## src/hw/rtl/clrf_pkg.sv

```systemverilog
// Shared types, codes and widths for the clipped rectangle fill engine.
// No dependencies; every other file takes names from here by scope.
package clrf_pkg;

  localparam int COORD_W = 10;
  localparam int VALUE_W = 8;
  localparam int FRAME_W = 9;
  localparam int COL_W = 8;
  localparam int ROW_W = 8;
  localparam int SIZE_W = 9;

  localparam int DEF_MAX_WIDTH = 256;
  localparam int DEF_MAX_HEIGHT = 256;

  localparam int QUEUE_DEPTH = 4;
  localparam int QPTR_W = 2;

  localparam logic [FRAME_W-1:0] FRAME_RESET = 9'd256;

  // Input opcodes.
  localparam logic OP_FILL = 1'b0;
  localparam logic OP_READ = 1'b1;

  // Configuration register indexes (paddr bit 2).
  localparam logic REG_FRAME_WIDTH = 1'b0;
  localparam logic REG_FRAME_HEIGHT = 1'b1;

  // Command kinds passed from the front to the back.
  localparam int CMD_W = 2;
  localparam logic [CMD_W-1:0] CMD_FILL = 2'd0;
  localparam logic [CMD_W-1:0] CMD_READ = 2'd1;
  localparam logic [CMD_W-1:0] CMD_ZERO = 2'd2;

  typedef struct packed {
    logic [CMD_W-1:0]   kind;
    logic [COORD_W-1:0] x0;
    logic [COORD_W-1:0] y0;
    logic [COORD_W-1:0] xend;
    logic [COORD_W-1:0] yend;
    logic [VALUE_W-1:0] value;
  } cmd_t;

  typedef struct packed {
    logic empty;
    logic full;
  } queue_status_t;

  typedef struct packed {
    logic clearing;
  } back_status_t;

endpackage

```

## src/hw/rtl/clrf_queue.sv

```systemverilog
// Short command queue between the front and the back end.
// Depends on clrf_pkg.
module clrf_queue (
  input  logic                    clk,
  input  logic                    rst,
  input  logic                    push,
  input  clrf_pkg::cmd_t          cmd,
  input  logic                    pop,
  output clrf_pkg::cmd_t          head,
  output clrf_pkg::queue_status_t qs
);

  clrf_pkg::cmd_t slots [clrf_pkg::QUEUE_DEPTH];
  logic [clrf_pkg::QPTR_W-1:0] wr_ptr, rd_ptr;
  logic [clrf_pkg::QPTR_W:0] count;

  assign head = slots[rd_ptr];
  assign qs.empty = (count == '0);
  assign qs.full = (count == (clrf_pkg::QPTR_W + 1)'(clrf_pkg::QUEUE_DEPTH));

  always_ff @(posedge clk) begin
    if (push) slots[wr_ptr] <= cmd;
  end

  always_ff @(posedge clk) begin
    if (rst) begin
      wr_ptr <= '0;
      rd_ptr <= '0;
      count <= '0;
    end else begin
      if (push) wr_ptr <= wr_ptr + 1'b1;
      if (pop) rd_ptr <= rd_ptr + 1'b1;
      if (push && !pop) count <= count + 1'b1;
      else if (pop && !push) count <= count - 1'b1;
    end
  end

endmodule

```

## config.mk

```make
export PLATFORM = sky130hd
export DESIGN_NAME = clrf_queue
export DESIGN_NICKNAME = d
export VERILOG_FILES = /design/src/hw/rtl/clrf_pkg.sv /design/src/hw/rtl/clrf_queue.sv
export SDC_FILE = /design/constraint.sdc
export NUM_CORES = 1
export LEC_CHECK = 0
export BUFFER_PORTS_ARGS = -buffer_cell sky130_fd_sc_hd__buf_2
export CAP_MARGIN = 20
export CORE_UTILIZATION = 41
export DETAILED_ROUTE_END_ITERATION = 8
export GPL_TIMING_DRIVEN = 1
export HOLD_SLACK_MARGIN = 0.05
export SYNTH_ARGS = -nofsm -noshare
export SYNTH_HDL_FRONTEND = slang
export SYNTH_SLANG_ARGS = --single-unit
export TNS_END_PERCENT = 10
```

## constraint.sdc

```tcl
create_clock -name clk -period 4.7 [get_ports clk]
set_input_delay 0.47 -clock clk [delete_from_list [all_inputs] [get_ports clk]]
set_output_delay 0.47 -clock clk [all_outputs]
set_load 0.01 [all_outputs]
```

==> results.toml <==
[status]
status = "finished, violations left"
failing_checks = "DRC"

[logic_synthesis]
ys_ff_latch = 209
synthSimpleGateAreaFrac_pct = 0.9586
top_count_cell_post_synth = "sky130_fd_sc_hd__edfxtp_1"
synth.top_cells.by_area = "sky130_fd_sc_hd__edfxtp_1 78%, sky130_fd_sc_hd__mux4_2 15%, sky130_fd_sc_hd__dfxtp_1 2.3%"
synth.top_cell.area_share_pct = 77.99
postSynthNetCount = 366
synth_largest_area_cell = "sky130_fd_sc_hd__edfxtp_1"
synthesis.instances = 306
post_synth_fa_ha_maj_area_fraction_pct = 1.072
ys_async_sr_fraction_pct = 0
number_of_enable_flip_flop_cells_after_synthesis = 200
combinational_family_with_the_most_area_after_synthesis = "multiplexers"
synth_seq_area_share_pct = 80.32
synth.mux.area_fraction_pct = 14.88
synth_xor_xnor_area_share_pct = 0.5686
dominantRegCellSynth = "sky130_fd_sc_hd__edfxtp_1"
synth_compound_area_share_pct = 0.1300
number_of_distinct_standard_cells_referenced_by_the_synthesized_netlist = 22
synthesized_area_per_cell_um2 = 25.17
syn_area_um2 = 7701
ys.warnings.count = 0
synth_top_cells_by_count = "200 x sky130_fd_sc_hd__edfxtp_1, 50 x sky130_fd_sc_hd__mux4_2, 9 x sky130_fd_sc_hd__dfxtp_1"

[pwr]
power.sequential.fraction_pct = 50.0
cellPowerDensity_nw_per_um2 = 473.5
clock_power_share_pct = 41.4
combPwrFrac_pct = 8.6
p_sw_share_pct = 21.41
power.net_switching_mw = 0.9365
internal_power_mw = 3.438
max_ir_drop_vdd_mv = 0.3150
leakage_nw = 3.144

[floorplanning]
fp-row-count = 49
top_level_ports = 106
chipHeight_um = 139.1
core_area_um2 = 18210
dieArea_um2 = 19330
die_w_um = 139.1
initial_utilization_pct = 42.29

[clocking]
cts.hold.buffers_added = 0
htree_levels = 1
tritoncts.num_buffers = 23
worst_skew_pair.late_latency_ps = 490
cts-root-to-sink-buffers = 3
clockRootBuffer = "sky130_fd_sc_hd__clkbuf_16"
tritoncts_clock_tree = "yes"
post_cts_resized = 0
number_of_post_cts_setup_repair_buffers = 0
cts_sinks = 209
clk_transition_reported_paths_ps = 60

[grt]
busiest_layer = "met2"
grt_pass1_wl_um = 21660
grt_use_met1_pct = 19.05
grt_overflow_total = 0
grt_pass1_vias = 3782
grt_start_max_net_pins = 51
groute.layer.met3.usage_pct = 3.557
initial_antenna_violation_count = 1
globalRouteTotalUtil_pct = 14.73
grt_util_met2_pct = 24.72

[sta]
achievable-frequency_mhz = 347.6
tightest_slew_ps = 1009
finalSetupViolations = 0
hold_viol_final = 0
worst_slew_margin_rel_pct = 32.77
setup_repair_after_global_routing_missed_its_margin = "no"
holdWs_ps = 192.7
min_cycle_time_layout_ps = 2877
slew_viol_final = 0
tns_ps = 0
skew_ps = 5.085
timing.final.crit_share_pct = 61.21

[worst_setup_path]
start_kind = "register"
critPathMaxStageDelay_ps = 890
timing.reg2reg.worst_path_depth = 4
timing.setup.critical_path_class = "reg -> out"
worstPathMaxFanout = 31
crit_arrival_ps = 2410
max_stage_delay_cell_worst_path = "sky130_fd_sc_hd__dfxtp_2"
worst-path-buf-inv = 2
crit_cells = 3
critical_path.top_delay_family = "flip-flops"
worstSetupEndpointType = "output pin"
timing.critical_path.cells = "buf_4, mux4_2, buf_2"
required_ps = 4230

[detailed_routing]
drt_first_pass_iters = 8
via_density_per_instance = 5.135
first_iter_violations = 230
wl_per_cell_um = 20.45
postRouteAntennaNets = 0
detail_route.drc_violations = 20
totalWireLength_um = 13820
vias = 3471

[flow_run]
cap_violations = 0

[cells_and_area]
nNetsFinal = 490
post_route_cells_drive_above_1_share_pct = 46.19
fin_cells = 676
synthToLayoutAreaGrowth_pct = 19.97
stdcell_area_um2 = 9239

[placed_design]
io_buffers = 105
routabilityCongestion = 0.6891
place_area_um2 = 8437
dp_hpwl_um = 8151
post_placement_cell_count = 633

[worst_hold_path]
min-delay-path-class = "in -> reg"
hold_depth = 1
[logic make-up (layout without fill, tap and decap cells)]
family,Yosys count,in the layout
muxes,52,52
adders and majority gates,6,6
AOI/OAI and AO/OA,2,2
buffers and inverters,17,157
xor gates and xnor gates,5,5
DFF,209,209
and+or+nand+nor,15,15
other,0,1
[metrics by stage]
step	utilization [%]	power (mW)	setup WS (ps)
finish	50.74	4.374	1823
global route	50.72	4.528	1677
CTS	50.57	4.420	1720
detailed placement	46.33	2.608	2264
global placement	46.22	2.594	2234
floorplan	-	2.455	2553
[cell usage in the layout, fill, tap and decap left out, types with 2 or more instances in the layout]
cell type and n:
sky130_fd_sc_hd__dfxtp_1 7, sky130_fd_sc_hd__edfxtp_1 200, sky130_fd_sc_hd__clkinvlp_4 4, sky130_fd_sc_hd__mux2i_1 2
sky130_fd_sc_hd__clkbuf_16 23, sky130_fd_sc_hd__and2_2 4, sky130_fd_sc_hd__clkbuf_1 2, sky130_fd_sc_hd__xor2_1 3
sky130_fd_sc_hd__buf_2 105, sky130_fd_sc_hd__xnor2_1 2, sky130_fd_sc_hd__buf_4 5, sky130_fd_sc_hd__bufinv_16 4
sky130_fd_sc_hd__mux4_2 50, sky130_fd_sc_hd__ha_1 5, sky130_fd_sc_hd__inv_1 4, sky130_fd_sc_hd__nor2_1 7
sky130_fd_sc_hd__clkinv_2 7
[final timing paths]
path                                start      endpoint  slack, ps
worst max-delay path             register      head[41]       1820
worst min register to register  rd_ptr[1]      register        530
worst min-delay path              cmd[49]  slots[2][49]        190
worst max register to register  wr_ptr[0]  slots[0][43]       2550
[registers in the layout, indices dropped and copies added (netlist names), named ones only]
name    count
count       3
slots     200
wr_ptr      2
rd_ptr      2
[power groups by stage]
| stage | combinational [mW] | sequential [mW] | clock (mW) |
|---|---|---|---|
| finish | 0.377 | 2.19 | 1.81 |
| global route | 0.409 | 2.20 | 1.92 |
| CTS | 0.367 | 2.20 | 1.85 |
| detailed placement | 0.366 | 2.24 | 0 |
| global placement | 0.358 | 2.24 | 0 |
| floorplan | 0.258 | 2.20 | 0 |
[layer usage]
layer | share of wire (%) | vias to the layer above | routed length, um
met4 | 2.6 | 0 | 366
met1 | 42 | 1801 | 5872
met3 | 6.2 | 29 | 860
met2 | 49 | 107 | 6725
li1 | - | 1534 | -
met5 | 0 | - | 0
[cell type report]
class | count | area [um^2]
antenna | 1 | 2.502
clock inverter | 16 | 188.9
tap | 229 | 286.5
timing repair buffer | 112 | 610.6
clock buffer | 25 | 583.1
fill | 1463 | 8970
sequential | 209 | 6191
multi-input combinational | 80 | 1361
inverter | 4 | 15.01
Power figures use the tool's default switching activity.
