**config.mk**
```make
export PLATFORM = sky130hd
export DESIGN_NAME = clrf_front
export DESIGN_NICKNAME = d
export VERILOG_FILES = /design/src/hw/rtl/clrf_pkg.sv /design/src/hw/rtl/clrf_front.sv
export SDC_FILE = /design/constraint.sdc
export NUM_CORES = 1
export LEC_CHECK = 0
export BUFFER_PORTS_ARGS = -buffer_cell sky130_fd_sc_hd__buf_2
export CAP_MARGIN = 20
export CORE_UTILIZATION = 50
export DETAILED_ROUTE_END_ITERATION = 12
export PLACE_DENSITY = 0.92
export SLEW_MARGIN = 0
export SYNTH_ARGS = -nofsm -noshare
export SYNTH_HDL_FRONTEND = slang
export SYNTH_SLANG_ARGS = --single-unit
export TNS_END_PERCENT = 30
```
**constraint.sdc**
```tcl
create_clock -name vclk -period 5.6
set_input_delay 0 -clock vclk [all_inputs]
set_output_delay 0 -clock vclk [all_outputs]
set_load 0.02 [all_outputs]
```
**src/hw/rtl/clrf_pkg.sv**
```systemverilog
// Shared types, codes and widths for the clipped rectangle fill engine.
// No dependencies; every other file takes names from here by scope.
package clrf_pkg;

  localparam int COORD_W = 10;
  localparam int VALUE_W = 8;
  localparam int FRAME_W = 9;
  localparam int COL_W = 8;
  localparam int ROW_W = 8;
  localparam int SIZE_W = 9;

  localparam int DEF_MAX_WIDTH = 256;
  localparam int DEF_MAX_HEIGHT = 256;

  localparam int QUEUE_DEPTH = 4;
  localparam int QPTR_W = 2;

  localparam logic [FRAME_W-1:0] FRAME_RESET = 9'd256;

  // Input opcodes.
  localparam logic OP_FILL = 1'b0;
  localparam logic OP_READ = 1'b1;

  // Configuration register indexes (paddr bit 2).
  localparam logic REG_FRAME_WIDTH = 1'b0;
  localparam logic REG_FRAME_HEIGHT = 1'b1;

  // Command kinds passed from the front to the back.
  localparam int CMD_W = 2;
  localparam logic [CMD_W-1:0] CMD_FILL = 2'd0;
  localparam logic [CMD_W-1:0] CMD_READ = 2'd1;
  localparam logic [CMD_W-1:0] CMD_ZERO = 2'd2;

  typedef struct packed {
    logic [CMD_W-1:0]   kind;
    logic [COORD_W-1:0] x0;
    logic [COORD_W-1:0] y0;
    logic [COORD_W-1:0] xend;
    logic [COORD_W-1:0] yend;
    logic [VALUE_W-1:0] value;
  } cmd_t;

  typedef struct packed {
    logic empty;
    logic full;
  } queue_status_t;

  typedef struct packed {
    logic clearing;
  } back_status_t;

endpackage

```
**src/hw/rtl/clrf_front.sv**
```systemverilog
// Front end: accepts input transfers, clips them against the frame and
// classifies them into commands. Depends on clrf_pkg.
module clrf_front #(
  parameter int MAX_WIDTH = clrf_pkg::DEF_MAX_WIDTH,
  parameter int MAX_HEIGHT = clrf_pkg::DEF_MAX_HEIGHT
) (
  input  logic                          in_valid,
  output logic                          in_stall,
  input  logic                          opcode,
  input  logic [clrf_pkg::COL_W-1:0]    start_column,
  input  logic [clrf_pkg::ROW_W-1:0]    start_row,
  input  logic [clrf_pkg::SIZE_W-1:0]   rect_width,
  input  logic [clrf_pkg::SIZE_W-1:0]   rect_height,
  input  logic [clrf_pkg::VALUE_W-1:0]  fill_value,
  input  logic [clrf_pkg::FRAME_W-1:0]  frame_width,
  input  logic [clrf_pkg::FRAME_W-1:0]  frame_height,
  input  clrf_pkg::queue_status_t       qs,
  input  clrf_pkg::back_status_t        bs,
  output logic                          push,
  output clrf_pkg::cmd_t                cmd
);

  logic [clrf_pkg::COORD_W-1:0] xlim, ylim, col, row, xend, yend, xsum, ysum;
  logic drop;

  assign col = clrf_pkg::COORD_W'(start_column);
  assign row = clrf_pkg::COORD_W'(start_row);

  always_comb begin
    // The clip limits taken from the frame registers saturate at the store size.
    if (32'(frame_width) > MAX_WIDTH) xlim = clrf_pkg::COORD_W'(MAX_WIDTH);
    else xlim = clrf_pkg::COORD_W'(frame_width);
    if (32'(frame_height) > MAX_HEIGHT) ylim = clrf_pkg::COORD_W'(MAX_HEIGHT);
    else ylim = clrf_pkg::COORD_W'(frame_height);

    xsum = col + clrf_pkg::COORD_W'(rect_width);
    ysum = row + clrf_pkg::COORD_W'(rect_height);
    xend = (xsum > xlim) ? xlim : xsum;
    yend = (ysum > ylim) ? ylim : ysum;

    drop = 1'b0;
    cmd.x0 = col;
    cmd.y0 = row;
    cmd.xend = xend;
    cmd.yend = yend;
    cmd.value = fill_value;
    if (opcode == clrf_pkg::OP_READ) begin
      if (col < xlim && row < ylim) cmd.kind = clrf_pkg::CMD_READ;
      else cmd.kind = clrf_pkg::CMD_ZERO;
    end else begin
      cmd.kind = clrf_pkg::CMD_FILL;
      // A fill that covers no pixel inside the frame leaves nothing to do.
      drop = !(col < xend && row < yend);
    end
  end

  assign in_stall = qs.full || bs.clearing;
  assign push = in_valid && !in_stall && !drop;

endmodule

```
==> results of run 1 <==
-- kinds of logic after synthesis --
| family | count (synthesis) |
|---|---|
| and+or+nand+nor | 78 |
| xor gates and xnor gates | 11 |
| other | 1 |
| muxes | 15 |
| buffers and inverters | 66 |
| adders and majority gates | 64 |
| AOI/OAI and AO/OA | 78 |
-- per-stage QoR --
step | hold WS [ns] | setup WS, ns | cell area [µm²]
final | 0.00000774 | 0.649 | 2830
after floorplan | 0.113 | 1.28 | 2510
after CTS | 0.000137 | 0.667 | 2830
after detailed placement | 0.000137 | 0.695 | 2830
after global placement | 0.000137 | 0.797 | 2830
after global routing | 0.0000353 | 0.354 | 2830
-- path summary, 6_finish.rpt --
kind	to	slack (ns)	depth (start not counted)
hold / removal	cmd[5]	0.000008	0
setup / recovery	push	0.65	23
-- cells in the final DEF, fill, tap and decap left out, types with 3 or more instances in the layout --
cell,n
a211oi_2,3
xnor2_1,7
o21ai_0,8
nor2b_1,17
o21a_1,3
nand3_1,10
nor3_1,4
ha_1,62
buf_2,94
mux2i_1,8
o211ai_1,3
conb_1,6
mux2_2,3
a21o_1,19
a211oi_1,8
inv_1,32
a211o_1,3
xor2_1,4
nand2b_1,3
a21oi_1,12
nand2_1,8
nor2_1,26
-- power groups by stage --
stage               logic (µW)  registers (µW)  clock network (µW)
finish                     529               0                   0
CTS                        527               0                   0
floorplan                  408               0                   0
global route               581               0                   0
global placement           505               0                   0
detailed placement         524               0                   0
-- routing by layer --
| metal | wire (µm) | up-vias | GRT usage [%] |
|---|---|---|---|
| met2 | 3060 | 87 | 43.4 |
| li1 | - | 1231 | - |
| met4 | 54 | 0 | 3.05 |
| met1 | 2640 | 1112 | 25.9 |
| met5 | 0 | - | 0 |
| met3 | 248 | 6 | 0.414 |
-- critical path: cells and delay by family --
| family | cells | cell delay, ns |
|---|---|---|
| compound gates | 13 | 2.81 |
| fa+ha+maj | 3 | 0.93 |
| buf+inv | 3 | 0.40 |
| mux | 1 | 0.40 |
| simple gates | 2 | 0.32 |
| xor+xnor | 1 | 0.08 |
-- area by class of cell --
type / count / share of cell area (%)
multi-input combinational: 252 / 75.9
timing repair buffer: 94 / 16.6
inverter: 34 / 4.52
tap: 67 / 2.97
==> impl_metrics.py, run 1 <==
metrics = {
    "grt": {
        "grt_first_pass_wirelength_um": 9400,
        "grt_start_max_net_pins": 13,
        "antenna_found_initial": 0,
        "grt_use_total_pct": 21.6,
        "grt_pass1_vias": 2225,
        "grt-ovfl-total": 0,
    },
    "route": {
        "vias": 2436,
        "drc": 0,
        "first_pass_iters": 4,
        "finalWirelength_um": 6010,
        "ant_nets": 0,
        "wl_per_cell_um": 13.4,
        "first_iter_violations": 65,
        "via_per_inst": 5.45,
    },
    "finish": {
        "clockBufferCount": 0,
        "nFillCells": 434,
        "nFlopsAndLatches": 0,
        "drive_above_1_share_pct": 29.7,
        "final_cells": 447,
        "finish.utilization_pct": 59.4,
        "nets": 511,
        "syn2layout_area_growth_pct": 13.3,
        "antennaDiodeCount": 0,
        "register_area_um2": 0,
        "multi_input_area_um2": 2140,
    },
    "die": {
        "core_area_um2": 4750,
        "die_area_um2": 5270,
        "start_util_pct": 52.4,
        "die_h_um": 72.6,
        "rows": 25,
        "chipWidth_um": 72.6,
        "num_io_pins": 117,
    },
    "critical_path": {
        "crit_top_cell": "ha_1",
        "cp_data_required_time_ns": 5.60,
        "path_class": "primary input to output port",
        "cp_max_fo": 10,
        "crit_start": "start_column[1]",
        "arrival_ns": 4.95,
        "slowest_stage": "o221ai_4",
        "crit_chain": "buf_2 -> ha_1 -> a211oi_2 -> nor2_1 -> o41ai_4 -> o21ba_2 -> xnor2_1 -> ha_1 -> nand4_1 -> o21ai_0 -> a221oi_4 -> o221ai_4 -> mux2_2 -> inv_1 -> ha_1 -> a21o_1 -> a21o_1 -> a211oi_1 -> o21bai_1 -> a21oi_1 -> a2111oi_4 -> a211oi_2 -> buf_2",
        "cp-start-kind": "primary input",
        "max_stage_delay_ns": 0.40,
        "end_kind": "output port",
    },
    "sta": {
        "hold_violations": 0,
        "min_period_ns": 4.95,
        "setup_violations": 0,
        "rsz0062_at_grt": "no",
        "finalSetupTns_ns": 0,
        "tightest_slew_ns": 0.550,
        "maxSlewHeadroom_pct": 63.3,
        "slew_violations": 0,
        "post-route-period-util_pct": 88.4,
        "max_freq_ghz": 0.202,
    },
    "synth": {
        "synth_compound_gate_area_share_pct": 26.0,
        "yosys.cell_count.top_type": "ha_1",
        "yosys-top-cells-area": "ha_1, buf_4, a21o_1",
        "muxShareOfSynthArea_pct": 6.67,
        "avgSynthCellArea_um2": 7.97,
        "yosys.area_share.adder_pct": 32.7,
        "ys_types": 50,
        "synth_area_um2": 2490,
        "yosysTopAreaCell": "ha_1",
        "ys.warnings.count": 0,
        "synthSimpleGateAreaFrac_pct": 15.8,
        "synthDominantCellAreaShare_pct": 31.1,
        "syn_inst": 313,
        "seq_area_frac_synth_pct": 0,
        "synth_xor_area_share_pct": 3.86,
        "synth_top_family_by_area": "adder cells",
        "synth_common_cells": "ha_1, inv_1, buf_4, nor2_1, a21o_1",
    },
    "hold_path": {
        "holdCritPathClass": "primary input to output port",
        "hp-start": "fill_value[5]",
    },
    "power_and_ir_drop": {
        "pwr-share-clk_pct": 0,
        "swShare_pct": 57.7,
        "leakage_uw": 0.00155,
        "vdd_ir_drop_max_v": 0.000108,
        "pwr-share-seq_pct": 0,
        "p_per_area_nw_per_um2": 187,
        "p_int_uw": 224,
        "switching_power_uw": 306,
        "p_total_uw": 529,
        "pwr-share-comb_pct": 100.0,
    },
    "placement": {
        "gp_congestion": 0.862,
        "place_inst": 447,
        "portBuffers": 94,
        "dp_hpwl_um": 5230,
    },
    "clock_network": {
        "post_cts_buffers": 0,
        "cts_resized": 0,
        "cts_hold_buffers": 0,
    },
    "status": {
        "status": "finished, final reports clean",
    },
    "flow_run": {
        "drv_cap": 0,
    },
}
No activity file was read; power rests on OpenSTA's default activity.
==> run 2: changes to the inputs <==
- ABC_AREA: not set -> 1
==> run 2 against run 1 <==
Net effect: setup slack improved by 0.92 ns; wire length grew 9.7%; global-route usage is 3.2 points higher; synthesized area rose by 2.9%; core utilization rose by 0.76 points; sequential share of layout area unchanged; die area up 2.8%; flip-flop and latch count is the same; synthesized cell count is 30% higher; critical endpoint unchanged.
==> impl_metrics.py, run 2 <==
metrics = {
    "finish": {
        "syn2layout_area_growth_pct": 13.1,
        "finalInstanceArea_um2": 2900,
        "mostFrequentLayoutCell": "nand2_1",
        "layout_common_cells": "nand2_1, buf_2, inv_1, ha_1, a21oi_1",
        "nets": 605,
        "clockBufferCount": 0,
        "drive_above_1_share_pct": 24.3,
        "register_area_um2": 0,
        "nFlopsAndLatches": 0,
        "antennaDiodeCount": 0,
    },
    "hold_path": {
        "holdCritPathClass": "primary input to output port",
        "hp-start": "fill_value[1]",
    },
    "power_and_ir_drop": {
        "p_per_area_nw_per_um2": 186,
        "switching_power_uw": 344,
        "pwr-share-clk_pct": 0,
        "p_int_uw": 195,
        "leakage_uw": 0.00175,
        "vdd_ir_drop_max_v": 0.000117,
        "pwr-share-seq_pct": 0,
        "pwr-share-comb_pct": 100.0,
        "swShare_pct": 63.8,
    },
    "grt": {
        "grt_first_pass_wirelength_um": 11100,
        "grt_pass1_vias": 2729,
        "grt-ovfl-total": 0,
        "grt_start_max_net_pins": 16,
        "antenna_found_initial": 0,
        "grt_use_total_pct": 24.9,
    },
    "route": {
        "vias": 2821,
        "drc": 0,
        "wl_per_cell_um": 12.2,
        "first_pass_iters": 4,
        "first_iter_violations": 124,
        "finalWirelength_um": 6590,
        "ant_nets": 0,
        "via_per_inst": 5.21,
    },
    "synth": {
        "yosys.cell_count.top_type": "nand2_1",
        "synth_common_cells": "nand2_1, ha_1, inv_1, buf_4, a21oi_1",
        "synthDominantCellAreaShare_pct": 30.2,
        "yosysTopAreaCell": "ha_1",
        "ys_types": 38,
        "avgSynthCellArea_um2": 6.30,
        "seq_area_frac_synth_pct": 0,
        "yosys-top-cells-area": "ha_1, nand2_1, buf_4",
        "syn_inst": 407,
        "ys.warnings.count": 0,
        "synth_area_um2": 2560,
    },
    "critical_path": {
        "cp-start-kind": "primary input",
        "slowest_stage": "fa_1",
        "crit_start": "start_row[0]",
        "arrival_ns": 4.04,
        "max_stage_delay_ns": 0.42,
        "path_class": "primary input to output port",
        "cp_max_fo": 12,
        "cp_data_required_time_ns": 5.60,
        "crit_top_cell": "nand2_1",
        "end_kind": "output port",
    },
    "sta": {
        "min_period_ns": 4.04,
        "post-route-period-util_pct": 72.1,
        "finalSetupTns_ns": 0,
        "hold_violations": 0,
        "setup_violations": 0,
        "slew_violations": 0,
        "finalHoldWorstSlack_ns": 0.00000882,
        "rsz0062_at_grt": "no",
        "max_freq_ghz": 0.248,
    },
    "die": {
        "die_area_um2": 5420,
        "chipWidth_um": 73.6,
        "start_util_pct": 53.2,
        "num_io_pins": 117,
        "core_area_um2": 4820,
        "die_h_um": 73.6,
        "rows": 25,
    },
    "placement": {
        "gp_congestion": 0.891,
        "portBuffers": 94,
        "dp_hpwl_um": 5920,
        "place_area_um2": 2900,
    },
    "clock_network": {
        "post_cts_buffers": 0,
        "cts_hold_buffers": 0,
        "cts_resized": 0,
    },
    "status": {
        "status": "finished, final reports clean",
    },
    "flow_run": {
        "drv_cap": 0,
    },
}
## run 2: cell types whose count changed in the layout (fill, tap and decap cells not counted), sizes merged, moves of 8 or more
| cell | delta |
|---|---|
| nor2b | -17 |
| inv | +28 |
| mux2i | -8 |
| nand3 | +14 |
| o21ai | +11 |
| xor2 | +8 |
| a211oi | -9 |
| nand2 | +101 |
| a21oi | +17 |
| a21o | -17 |
## run 2: cells by family after synthesis
family                     after synthesis  synth area share (%)
adders and majority gates               64                  31.8
and+or+nand+nor                        169                  29.6
other                                    1                 0.146
AOI/OAI and AO/OA                       64                  14.6
buffers and inverters                   95                  18.5
xor gates and xnor gates                14                  5.37
## run 2: path summary, 6_finish.rpt
check             endpoint  cells past startpoint
setup / recovery      push                     25
hold / removal      cmd[1]                      0
## run 2: per-stage QoR
| stage | setup slack (ns) | cells | utilization [%] | power [µW] |
|---|---|---|---|---|
| finish | 1.56 | 541 | 60.2 | 538 |
| global route | 1.25 | 541 | 60.2 | 609 |
| CTS | 1.63 | 541 | 60.2 | 536 |
| detailed placement | 1.65 | 541 | 60.2 | 533 |
| global placement | 1.73 | 541 | 60.2 | 514 |
| floorplan | 1.97 | 412 | - | 404 |
## run 2: layout make-up
class | instances | area, µm²
fillers | 457 | 1920
inverters | 63 | 236
multi-input cells | 317 | 2110
well taps | 67 | 83.8
repair buffers | 94 | 470
## run 2: layer usage
metal | global-route usage, % | part of all wire, % | vias to the layer above
li1 | - | - | 1453
met1 | 30.8 | 43 | 1255
met3 | 0.823 | 5.4 | 11
met2 | 47.2 | 50 | 102
met5 | 0 | 0 | -
met4 | 5.13 | 1.2 | 0
## run 2: power groups by stage
| stage | Sequential [µW] | Combinational (µW) | Clock (µW) |
|---|---|---|---|
| finish | 0 | 538 | 0 |
| global route | 0 | 609 | 0 |
| CTS | 0 | 536 | 0 |
| detailed placement | 0 | 533 | 0 |
| global placement | 0 | 514 | 0 |
| floorplan | 0 | 404 | 0 |
## run 2: worst max-delay path, delay by kind of cell
| family | cells | cell delay (ns) |
|---|---|---|
| compound gates | 6 | 0.98 |
| xor+xnor | 1 | 0.18 |
| buf+inv | 4 | 0.55 |
| fa+ha+maj | 4 | 1.28 |
| simple gates | 10 | 1.02 |
==> run 3: changes to the inputs <==
- CORE_UTILIZATION: 50 -> 46
- PLACE_DENSITY: 0.92 -> 0.89
- clock period: 5.6 -> 3.5 ns (I/O delays scaled with it)
==> run 3 against run 2 <==
Net effect: sequential share of layout area did not move; hold slack barely moved; global-route usage rose by 4.4 points; cell area rose by 35%; the flow now finishes with violations (setup timing); largest power group unchanged; setup slack got worse by 1.8 ns.
==> impl_metrics.py, run 3 (synthesis results as in run 2) <==
metrics = {
    "status": {
        "status": "complete, but fails checks",
        "violations": "setup timing",
    },
    "grt": {
        "grt_first_pass_wirelength_um": 14300,
        "grt_use_total_pct": 29.2,
        "grt-ovfl-total": 0,
        "grt_pass1_vias": 3277,
        "antenna_found_initial": 0,
        "grt_start_max_net_pins": 10,
    },
    "route": {
        "ant_nets": 0,
        "finalWirelength_um": 11100,
        "first_iter_violations": 369,
        "first_pass_iters": 6,
        "wl_per_cell_um": 18.3,
        "drc": 0,
        "via_per_inst": 6.05,
        "vias": 3670,
    },
    "die": {
        "num_io_pins": 117,
        "start_util_pct": 49.0,
        "chipWidth_um": 76.7,
        "rows": 26,
        "core_area_um2": 5240,
        "die_area_um2": 5880,
        "die_h_um": 76.7,
    },
    "finish": {
        "nFillCells": 319,
        "multi_input_area_um2": 2560,
        "mostFrequentLayoutCell": "nand2_1",
        "register_area_um2": 0,
        "drive_above_1_share_pct": 45.6,
        "syn2layout_area_growth_pct": 52.7,
        "clockBufferCount": 0,
        "nets": 668,
        "finish.utilization_pct": 74.8,
        "nFlopsAndLatches": 0,
        "antennaDiodeCount": 0,
        "layout_common_cells": "nand2_1, buf_2, buf_4, inv_1, ha_1",
    },
    "sta": {
        "rsz0062_at_grt": "yes",
        "setup_violations": 1,
        "finalSetupTns_ns": -0.272,
        "max_freq_ghz": 0.265,
        "fin_ws_ns": -0.272,
        "slew_violations": 0,
        "min_period_ns": 3.77,
        "hold_violations": 0,
        "post-route-period-util_pct": 108,
    },
    "placement": {
        "dp_hpwl_um": 6730,
        "dp_slack_ns": -0.276,
        "portBuffers": 94,
        "gp_congestion": 0.951,
    },
    "critical_path": {
        "cp-start-kind": "primary input",
        "arrival_ns": 3.77,
        "cp_data_required_time_ns": 3.50,
        "end_kind": "output port",
        "path_class": "primary input to output port",
        "cp_max_fo": 5,
    },
    "flow_run": {
        "drv_cap": 0,
    },
    "clock_network": {
        "cts_hold_buffers": 0,
    },
    "power_and_ir_drop": {
        "p_total_uw": 1410,
        "p_per_area_nw_per_um2": 361,
        "leakage_uw": 0.00211,
        "vdd_ir_drop_max_v": 0.000204,
    },
    "hold_path": {
        "holdCritPathClass": "primary input to output port",
    },
}
## run 3: worst max-delay path, stage by stage
cell and delay [ns]:
buf_6 0.10, ha_4 0.17, fa_2 0.37, nand3_2 0.09, nand2_2 0.08, a21oi_2 0.16, o21ai_2 0.09, xor2_1 0.17
ha_1 0.33, nand2_1 0.08, inv_1 0.10, nand2_1 0.06, nor2_1 0.13, nand4_2 0.13, nand2_4 0.15, clkinvlp_4 0.18
o21ai_2 0.25, ha_4 0.24, a21oi_2 0.12, o21ai_1 0.11, nand4_1 0.11, nand2_1 0.08, a21oi_2 0.12, nand3_2 0.09
a21oi_2 0.11, buf_4 0.14
## run 3: final timing paths
check  cells past startpoint  slack (ns)          start     end
max                       26       -0.27   start_row[0]    push
min                        0    0.000009  fill_value[1]  cmd[1]
## run 3: what timing repair did
action,in CTS,in global routing
pin swaps,25,34
setup endpoints to repair,1,1
gates resized for setup,35,71
buffers inserted,9,10
cloned,1,0
## run 3: power by group
group          switching [µW]  internal [µW]
Sequential                  0              0
Clock                       0              0
Combinational             804            611
## run 3: layout make-up
cell class | count | share of cell area (%)
tap | 70 | 2.24
multi-input combinational | 317 | 65.4
timing repair inverter | 1 | 0.192
timing repair buffer | 156 | 26.0
inverter | 63 | 6.20
## run 3: metal layers
metal	global-route usage (%)	vias up	wire length (µm)
met4	14.6	0	993
met3	2.98	129	1110
met2	56.7	342	5400
met1	30.7	1625	3590
met5	0	-	0
li1	-	1574	-
## run 3: through the flow
| stage | cells | area, µm² | hold slack [ns] |
|---|---|---|---|
| after CTS | 597 | 3460 | 0.000137 |
| final | 607 | 3920 | 0.00000882 |
| after detailed placement | 587 | 3230 | 0.000137 |
| after global routing | 607 | 3920 | 0.0000298 |
| after global placement | 587 | 3230 | 0.000137 |
| after floorplan | 412 | 2590 | 0.113 |
